### config.mk
export PLATFORM = sky130hd
export DESIGN_NAME = reversible_circular_queue
export DESIGN_NICKNAME = d
export VERILOG_FILES = /design/src/hdl/rcq_pkg.sv /design/src/hdl/rcq_ram.sv /design/src/hdl/rcq_ctrl.sv /design/src/hdl/reversible_circular_queue.sv
export SDC_FILE = /design/constraint.sdc
export NUM_CORES = 1
export LEC_CHECK = 0
export ABC_CLOCK_PERIOD_IN_PS = 10500
export BUFFER_PORTS_ARGS = -buffer_cell sky130_fd_sc_hd__buf_2
export CAP_MARGIN = 0
export CORE_UTILIZATION = 45
export DETAILED_ROUTE_END_ITERATION = 6
export PLACE_DENSITY = 0.6
export SYNTH_ARGS = -nofsm -noshare
export SYNTH_HDL_FRONTEND = slang
export SYNTH_SLANG_ARGS = --single-unit
### constraint.sdc
create_clock -name i_clk -period 10.5 [get_ports i_clk]
set_input_delay 0.525 -clock i_clk [delete_from_list [all_inputs] [get_ports i_clk]]
set_output_delay 0.525 -clock i_clk [all_outputs]
set_load 0.02 [all_outputs]
### src/hdl/rcq_pkg.sv
// ----------------------------------------------------------------------------
// rcq_pkg
// Shared types and constants for the reversible circular queue.
// ----------------------------------------------------------------------------
package rcq_pkg;

    // Word and result field widths
    localparam int WORD_W   = 32;
    localparam int COUNT_W  = 4;
    localparam int STATUS_W = 2;

    // Operation codes carried by each input transfer
    typedef enum logic [1:0] {
        OP_ENQ  = 2'd0,
        OP_DEQ  = 2'd1,
        OP_SIZE = 2'd2,
        OP_REV  = 2'd3
    } t_op;

    // Result status codes
    typedef enum logic [STATUS_W-1:0] {
        ST_OK    = 2'd0,
        ST_FULL  = 2'd1,
        ST_EMPTY = 2'd2
    } t_status;

    // Per-operation outcome passed from the pointer unit to the result pipe
    typedef struct packed {
        t_status status;
        logic    mem_read;
    } t_op_res;

endpackage

### src/hdl/rcq_ram.sv
// ----------------------------------------------------------------------------
// rcq_ram
// Generic single-clock RAM: one write port, one read port, registered read.
// ----------------------------------------------------------------------------
module rcq_ram #(
    parameter int WIDTH = 32,
    parameter int DEPTH = 16
) (
    input  logic                     i_clk,
    input  logic                     i_we,
    input  logic [$clog2(DEPTH)-1:0] i_waddr,
    input  logic [WIDTH-1:0]         i_wdata,
    input  logic                     i_re,
    input  logic [$clog2(DEPTH)-1:0] i_raddr,
    output logic [WIDTH-1:0]         o_rdata
);

    logic [WIDTH-1:0] r_mem [DEPTH];
    logic [WIDTH-1:0] r_rdata;

    // Write port
    always_ff @(posedge i_clk) begin
        if (i_we) begin
            r_mem[i_waddr] <= i_wdata;
        end
    end

    // Read port: hold the last word while no read is issued
    always_ff @(posedge i_clk) begin
        if (i_re) begin
            r_rdata <= r_mem[i_raddr];
        end
    end

    assign o_rdata = r_rdata;

endmodule

### src/hdl/rcq_ctrl.sv
// ----------------------------------------------------------------------------
// rcq_ctrl
// Head/tail pointers, fill count and direction bit. Decodes each operation
// into at most one memory access and the result status.
// ----------------------------------------------------------------------------
module rcq_ctrl
    import rcq_pkg::*;
#(
    parameter int DEPTH = 16
) (
    input  logic                     i_clk,
    input  logic                     i_rst_n,
    input  logic                     i_fire,
    input  t_op                      i_op,
    output logic                     o_we,
    output logic                     o_re,
    output logic [$clog2(DEPTH)-1:0] o_addr,
    output t_op_res                  o_res,
    output logic [$clog2(DEPTH)-1:0] o_count
);

    localparam int AW = $clog2(DEPTH);
    localparam logic [AW-1:0] LAST = AW'(DEPTH - 1);

    logic [AW-1:0] r_head, n_head;
    logic [AW-1:0] r_tail, n_tail;
    logic [AW-1:0] r_count, n_count;
    logic          r_rev, n_rev;
    logic          full, empty;

    // Wrap-around pointer steps
    function automatic logic [AW-1:0] ptr_inc(input logic [AW-1:0] p);
        ptr_inc = (p == LAST) ? '0 : p + AW'(1);
    endfunction

    function automatic logic [AW-1:0] ptr_dec(input logic [AW-1:0] p);
        ptr_dec = (p == '0) ? LAST : p - AW'(1);
    endfunction

    assign full  = (r_count == LAST);
    assign empty = (r_count == '0);

    // Decode operation against the current pointers
    always_comb begin
        n_head       = r_head;
        n_tail       = r_tail;
        n_count      = r_count;
        n_rev        = r_rev;
        o_we         = 1'b0;
        o_re         = 1'b0;
        o_addr       = r_tail;
        o_res.status = ST_OK;
        o_res.mem_read = 1'b0;
        case (i_op)
            OP_ENQ: begin
                if (full) begin
                    o_res.status = ST_FULL;
                end else if (!r_rev) begin
                    o_we    = i_fire;
                    o_addr  = r_tail;
                    n_tail  = ptr_inc(r_tail);
                    n_count = r_count + AW'(1);
                end else begin
                    o_we    = i_fire;
                    o_addr  = ptr_dec(r_head);
                    n_head  = ptr_dec(r_head);
                    n_count = r_count + AW'(1);
                end
            end
            OP_DEQ: begin
                if (empty) begin
                    o_res.status = ST_EMPTY;
                end else if (!r_rev) begin
                    o_re           = i_fire;
                    o_res.mem_read = 1'b1;
                    o_addr         = r_head;
                    n_head         = ptr_inc(r_head);
                    n_count        = r_count - AW'(1);
                end else begin
                    o_re           = i_fire;
                    o_res.mem_read = 1'b1;
                    o_addr         = ptr_dec(r_tail);
                    n_tail         = ptr_dec(r_tail);
                    n_count        = r_count - AW'(1);
                end
            end
            OP_SIZE: begin
                n_count = r_count;
            end
            OP_REV: begin
                n_rev = !r_rev;
            end
            default: begin
                n_count = r_count;
            end
        endcase
    end

    // Advance pointer state on each accepted transfer
    always_ff @(posedge i_clk) begin
        if (!i_rst_n) begin
            r_head  <= '0;
            r_tail  <= '0;
            r_count <= '0;
            r_rev   <= 1'b0;
        end else if (i_fire) begin
            r_head  <= n_head;
            r_tail  <= n_tail;
            r_count <= n_count;
            r_rev   <= n_rev;
        end
    end

    assign o_count = n_count;

endmodule

### src/hdl/reversible_circular_queue.sv
// ----------------------------------------------------------------------------
// reversible_circular_queue
// Circular FIFO of signed words holding up to DEPTH-1 entries, with enqueue,
// dequeue, size and constant-time order reversal.
//
//   channel | direction | handshake        | payload
//   --------+-----------+------------------+-------------------------------
//   in      | input     | i_valid, o_stall | i_op, i_value_in
//   out     | output    | o_valid, i_stall | o_value_out, o_count, o_status
//
// One operation is taken every cycle while o_stall is low. Its result is
// registered in the memory access stage and then in the output register
// before it is presented on the out channel. The queue storage is a
// DEPTH x 32 RAM with registered read.
// Synchronous active-low reset clears pointers, count, direction and the
// pipe; the RAM is not cleared. A stall on the output backs up the pipe
// and raises o_stall once both stages are full.
// ----------------------------------------------------------------------------
module reversible_circular_queue
    import rcq_pkg::*;
#(
    parameter int DEPTH = 16
) (
    input  logic                       i_clk,
    input  logic                       i_rst_n,
    input  logic                       i_valid,
    output logic                       o_stall,
    input  logic [1:0]                 i_op,
    input  logic signed [WORD_W-1:0]   i_value_in,
    output logic                       o_valid,
    input  logic                       i_stall,
    output logic signed [WORD_W-1:0]   o_value_out,
    output logic [COUNT_W-1:0]         o_count,
    output logic [STATUS_W-1:0]        o_status
);

    localparam int AW = $clog2(DEPTH);

    logic                   fire;
    logic                   s1_move;
    logic                   mem_we;
    logic                   mem_re;
    logic [AW-1:0]          mem_addr;
    logic [WORD_W-1:0]      mem_rdata;
    t_op_res                op_res;
    logic [AW-1:0]          next_count;
    logic [AW+COUNT_W-1:0]  count_ext;

    logic                   r_s1_valid;
    t_op_res                r_s1_res;
    logic [COUNT_W-1:0]     r_s1_count;

    logic                   r_out_valid;
    logic [WORD_W-1:0]      r_out_value;
    logic [COUNT_W-1:0]     r_out_count;
    logic [STATUS_W-1:0]    r_out_status;

    // Pipe flow control
    assign s1_move = r_s1_valid && (!r_out_valid || !i_stall);
    assign o_stall = r_s1_valid && !s1_move;
    assign fire    = i_valid && !o_stall;

    rcq_ctrl #(
        .DEPTH (DEPTH)
    ) u_ctrl (
        .i_clk   (i_clk),
        .i_rst_n (i_rst_n),
        .i_fire  (fire),
        .i_op    (t_op'(i_op)),
        .o_we    (mem_we),
        .o_re    (mem_re),
        .o_addr  (mem_addr),
        .o_res   (op_res),
        .o_count (next_count)
    );

    rcq_ram #(
        .WIDTH (WORD_W),
        .DEPTH (DEPTH)
    ) u_ram (
        .i_clk   (i_clk),
        .i_we    (mem_we),
        .i_waddr (mem_addr),
        .i_wdata (i_value_in),
        .i_re    (mem_re),
        .i_raddr (mem_addr),
        .o_rdata (mem_rdata)
    );

    // Mask the fill level to the result field width
    assign count_ext = {{COUNT_W{1'b0}}, next_count};

    // Memory access stage: control
    always_ff @(posedge i_clk) begin
        if (!i_rst_n) begin
            r_s1_valid <= 1'b0;
        end else if (fire) begin
            r_s1_valid <= 1'b1;
        end else if (s1_move) begin
            r_s1_valid <= 1'b0;
        end
    end

    // Memory access stage: payload
    always_ff @(posedge i_clk) begin
        if (fire) begin
            r_s1_res   <= op_res;
            r_s1_count <= count_ext[COUNT_W-1:0];
        end
    end

    // Output register: control
    always_ff @(posedge i_clk) begin
        if (!i_rst_n) begin
            r_out_valid <= 1'b0;
        end else if (s1_move) begin
            r_out_valid <= 1'b1;
        end else if (!i_stall) begin
            r_out_valid <= 1'b0;
        end
    end

    // Output register: payload, zero the word unless a dequeue read it
    always_ff @(posedge i_clk) begin
        if (s1_move) begin
            r_out_value  <= r_s1_res.mem_read ? mem_rdata : '0;
            r_out_count  <= r_s1_count;
            r_out_status <= r_s1_res.status;
        end
    end

    assign o_valid     = r_out_valid;
    assign o_value_out = r_out_value;
    assign o_count     = r_out_count;
    assign o_status    = r_out_status;

endmodule

==> flow_metrics.py <==
metrics = {
    "synth": {
        "syn-cell-area_mm2": 0.0255,
        "post_synth_num_cell_types": 59,
        "ys_warn_count": 0,
        "yosysTopAreaCell": "edfxtp_1",
        "synthTopCellsByCount": "edfxtp_1 (589), o2111ai_1 (192), nand4_1 (162), o31ai_1 (130), clkbuf_1 (95)",
        "yosysMostFrequentCell": "edfxtp_1",
        "yosysSeqAreaShare_pct": 70.6,
        "synth_edf_count": 589,
        "async_flop_share_pct": 0,
        "yosysTopAreaCellShare_pct": 69.4,
        "synth_area_leaders": "edfxtp_1 (69%), o2111ai_1 (6.6%), nand4_1 (4.0%), o31ai_1 (3.8%), mux2_2 (3.2%)",
        "synthCells": 1685,
        "ys.flop_type": "edfxtp_1",
        "ys_ff_latch": 604,
        "avgSynthCellArea_um2": 15.1,
        "synthesis.nets": 1729,
    },
    "clock_tree": {
        "cts.repair.resized": 0,
        "insertion_delay_ns": 0.63,
        "clk_path_buf_depth": 3,
        "cts_tree": "built",
        "cts_sinks": 604,
        "cts.hold.buffers_added": 0,
        "root_buffer": "clkbuf_16",
        "htreeDepth": 2,
        "cts_buffers": 61,
        "cts_setup_buffers": 0,
        "path_clk_slew_ns": 0.06,
    },
    "floorplanning": {
        "core-area_mm2": 0.0555,
        "initial_core_util_pct": 45.9,
        "num_rows": 86,
        "dieHeight_um": 240,
        "fp.dieArea_mm2": 0.0576,
        "io_pins": 78,
        "die_w_um": 240,
    },
    "timing": {
        "fmax_mhz": 204,
        "worst_pin_slew_ns": 1.13,
        "fin_worst_skew_ns": 0.0152,
        "finalSetupViolCount": 0,
        "fin_crit_sh_pct": 46.7,
        "postLayoutSetupSlackWorst_ns": 5.60,
        "drv_slew": 0,
        "setup_tns_ns": 0,
        "fin_crit_ns": 4.90,
        "final-hold-violation-count": 0,
        "slew_headroom_pct": 24.6,
        "rsz0062_at_grt": "false",
        "timing.hold.ws_ns": 0.213,
    },
    "final_layout": {
        "drive_gt1_share_pct": 18.0,
        "fillCellCount": 4613,
        "fin_nets": 1732,
        "fin_cells": 2485,
        "final_core_util_pct": 51.3,
        "syn2layout_area_growth_pct": 11.8,
    },
    "critical_path": {
        "cp-endpoint": "u_ram.r_mem[12][26]",
        "worstReg2RegEnd": "u_ram.r_mem[12][26]",
        "setup.worst_path.class": "reg2reg",
        "path_max_fanout": 65,
        "worst_path_dominant_cell_family": "simple AND/OR/NAND/NOR gates",
        "cp-start-kind": "flop",
        "rrSetupSlack_ns": 5.60,
        "path_common_cell": "buf_4",
        "worstSetupEndpointType": "flop",
        "r2r-start": "u_ctrl.r_count[0]",
        "slowest_stage": "or3_1",
        "worstPathArrival_ns": 5.21,
        "cp.required_ns": 10.81,
        "critPathLaunch": "u_ctrl.r_count[0]",
        "cp_num_buf_inv": 3,
        "path_depth": 9,
        "worstPathCellList": "inv_1, ha_1, or3b_1, nand4_1, buf_4, nand3_4, or3_1, nor2_4, buf_4",
        "reg2reg_depth": 9,
        "slowest_delay_ns": 0.74,
    },
    "placement": {
        "dpl.cell_count": 2373,
        "port_buffers": 77,
        "place.gp.congestion": 0.849,
        "post-place-ws_ns": 5.38,
        "hpwl_um": 32600,
    },
    "route": {
        "wl_um": 68100,
        "num_vias": 15829,
        "wl_per_cell_um": 27.4,
        "drcViolationCount": 0,
        "viasPerCell": 6.37,
        "first_iter_violations": 1863,
        "final_antenna_net_count": 0,
        "drtPass1Iterations": 5,
    },
    "global_routing": {
        "grt_pass1_wl_um": 102000,
        "grt_max_degree": 130,
        "global_route.usage.total_pct": 23.8,
        "grt_pass1_vias": 15786,
        "antenna_found_initial": 4,
        "grt_overflow": 0,
    },
    "status": {
        "status": "finished, final reports clean",
    },
    "hold_path": {
        "worstHoldStart": "i_valid",
        "whs_path_depth": 3,
        "hold_class": "in2reg",
    },
    "pwr": {
        "power.density_mw_per_mm2": 183,
        "ir_worst_vdd_mv": 0.126,
        "leakagePower_nw": 9.28,
    },
    "run": {
        "cap_violations": 0,
    },
}
## worst min-delay path by stage
stage / slack, ns / end
global route: 0.22 / r_s1_valid
detailed placement: 0.40 / o_count[3]
finish: 0.21 / r_s1_valid
floorplan: 0.40 / o_count[0]
CTS: 0.19 / r_s1_valid
global placement: 0.40 / o_count[1]
## kinds of logic after synthesis
family,Yosys count,share of synthesized area (%)
compound gates,381,12.0
mux,130,5.73
flops,604,70.6
simple gates,304,6.92
fa+ha+maj,6,0.295
xor+xnor,7,0.241
buf+inv,253,4.23
## sequential cells by signal, indices dropped and copies added (netlist names)
| name | flops |
|---|---|
| u_ctrl.r_count | 4 |
| o_value_out | 32 |
| o_count | 4 |
| u_ctrl.r_tail | 4 |
| r_s1_count | 4 |
| u_ctrl.r_rev | 1 |
| o_status | 2 |
| u_ram.r_mem | 512 |
| u_ctrl.r_head | 4 |
| u_ram.o_rdata | 32 |
| o_valid | 1 |
| r_s1_valid | 1 |
| r_s1_res | 3 |
## layer usage
metal | GRT usage, % | vias up | share of wire (%)
li1 | - | 6947 | -
met1 | 32.9 | 8027 | 42
met2 | 37.5 | 725 | 47
met3 | 5.12 | 126 | 8.3
met4 | 7.45 | 4 | 2.6
met5 | 0 | - | 0.040
## area by class of cell
cell class / count / area, um^2 / share of cell area, %
well taps: 748 / 936 / 3.29
inverters: 80 / 300 / 1.05
clock inverters: 39 / 357 / 1.25
multi-input cells: 828 / 6650 / 23.3
diodes: 1 / 2.50 / 0.00878
repair buffers: 113 / 668 / 2.35
flip-flops and latches: 604 / 18000 / 63.1
clock buffers: 72 / 1590 / 5.58
## stage by stage
stage | area [um^2] | power [mW]
floorplan | 25500 | 2.99
detailed placement | 26500 | 3.13
global placement | 26500 | 3.12
finish | 28500 | 5.21
global route | 28500 | 5.36
CTS | 28500 | 5.24
## worst register-to-register path, cell delays in order, from the launching register on
cell and delay (ns):
dfxtp_1 0.36, inv_1 0.09, ha_1 0.23, or3b_1 0.55, nand4_1 0.14, buf_4 0.71
nand3_4 0.75, or3_1 0.75, nor2_4 0.58, buf_4 0.42
## report_power, final
group	leakage [nW]	switching, mW	total [mW]	internal, mW
registers	5.45	0.0104	2.69	2.68
logic	2.88	0.276	0.391	0.115
clock network	0.948	0.924	2.13	1.20
total	9.28	1.21	5.21	4.00
## cell usage in the layout, fill, tap and decap left out, drive strengths merged, types with 2 or more instances in the layout
| cell type | instances |
|---|---|
| and2 | 36 |
| buf | 113 |
| edfxtp | 589 |
| o211ai | 3 |
| and3 | 3 |
| nor3 | 6 |
| nor3b | 3 |
| ha | 6 |
| nand2b | 3 |
| o31ai | 130 |
| clkbuf | 72 |
| o2111ai | 192 |
| inv | 81 |
| a21oi | 13 |
| o221ai | 2 |
| a221oi | 2 |
| nor2 | 35 |
| a21boi | 5 |
| bufinv | 5 |
| nor2b | 7 |
| a31oi | 8 |
| clkinvlp | 4 |
| nand4 | 162 |
| dfxtp | 15 |
| nand2 | 22 |
| xor2 | 2 |
| mux2i | 2 |
| o21ai | 13 |
| mux2 | 128 |
| or3 | 6 |
| o21bai | 2 |
| xnor2 | 5 |
| or3b | 4 |
| nand3 | 13 |
| a211oi | 2 |
| clkinv | 29 |
No activity file was read; power rests on OpenSTA's default activity.
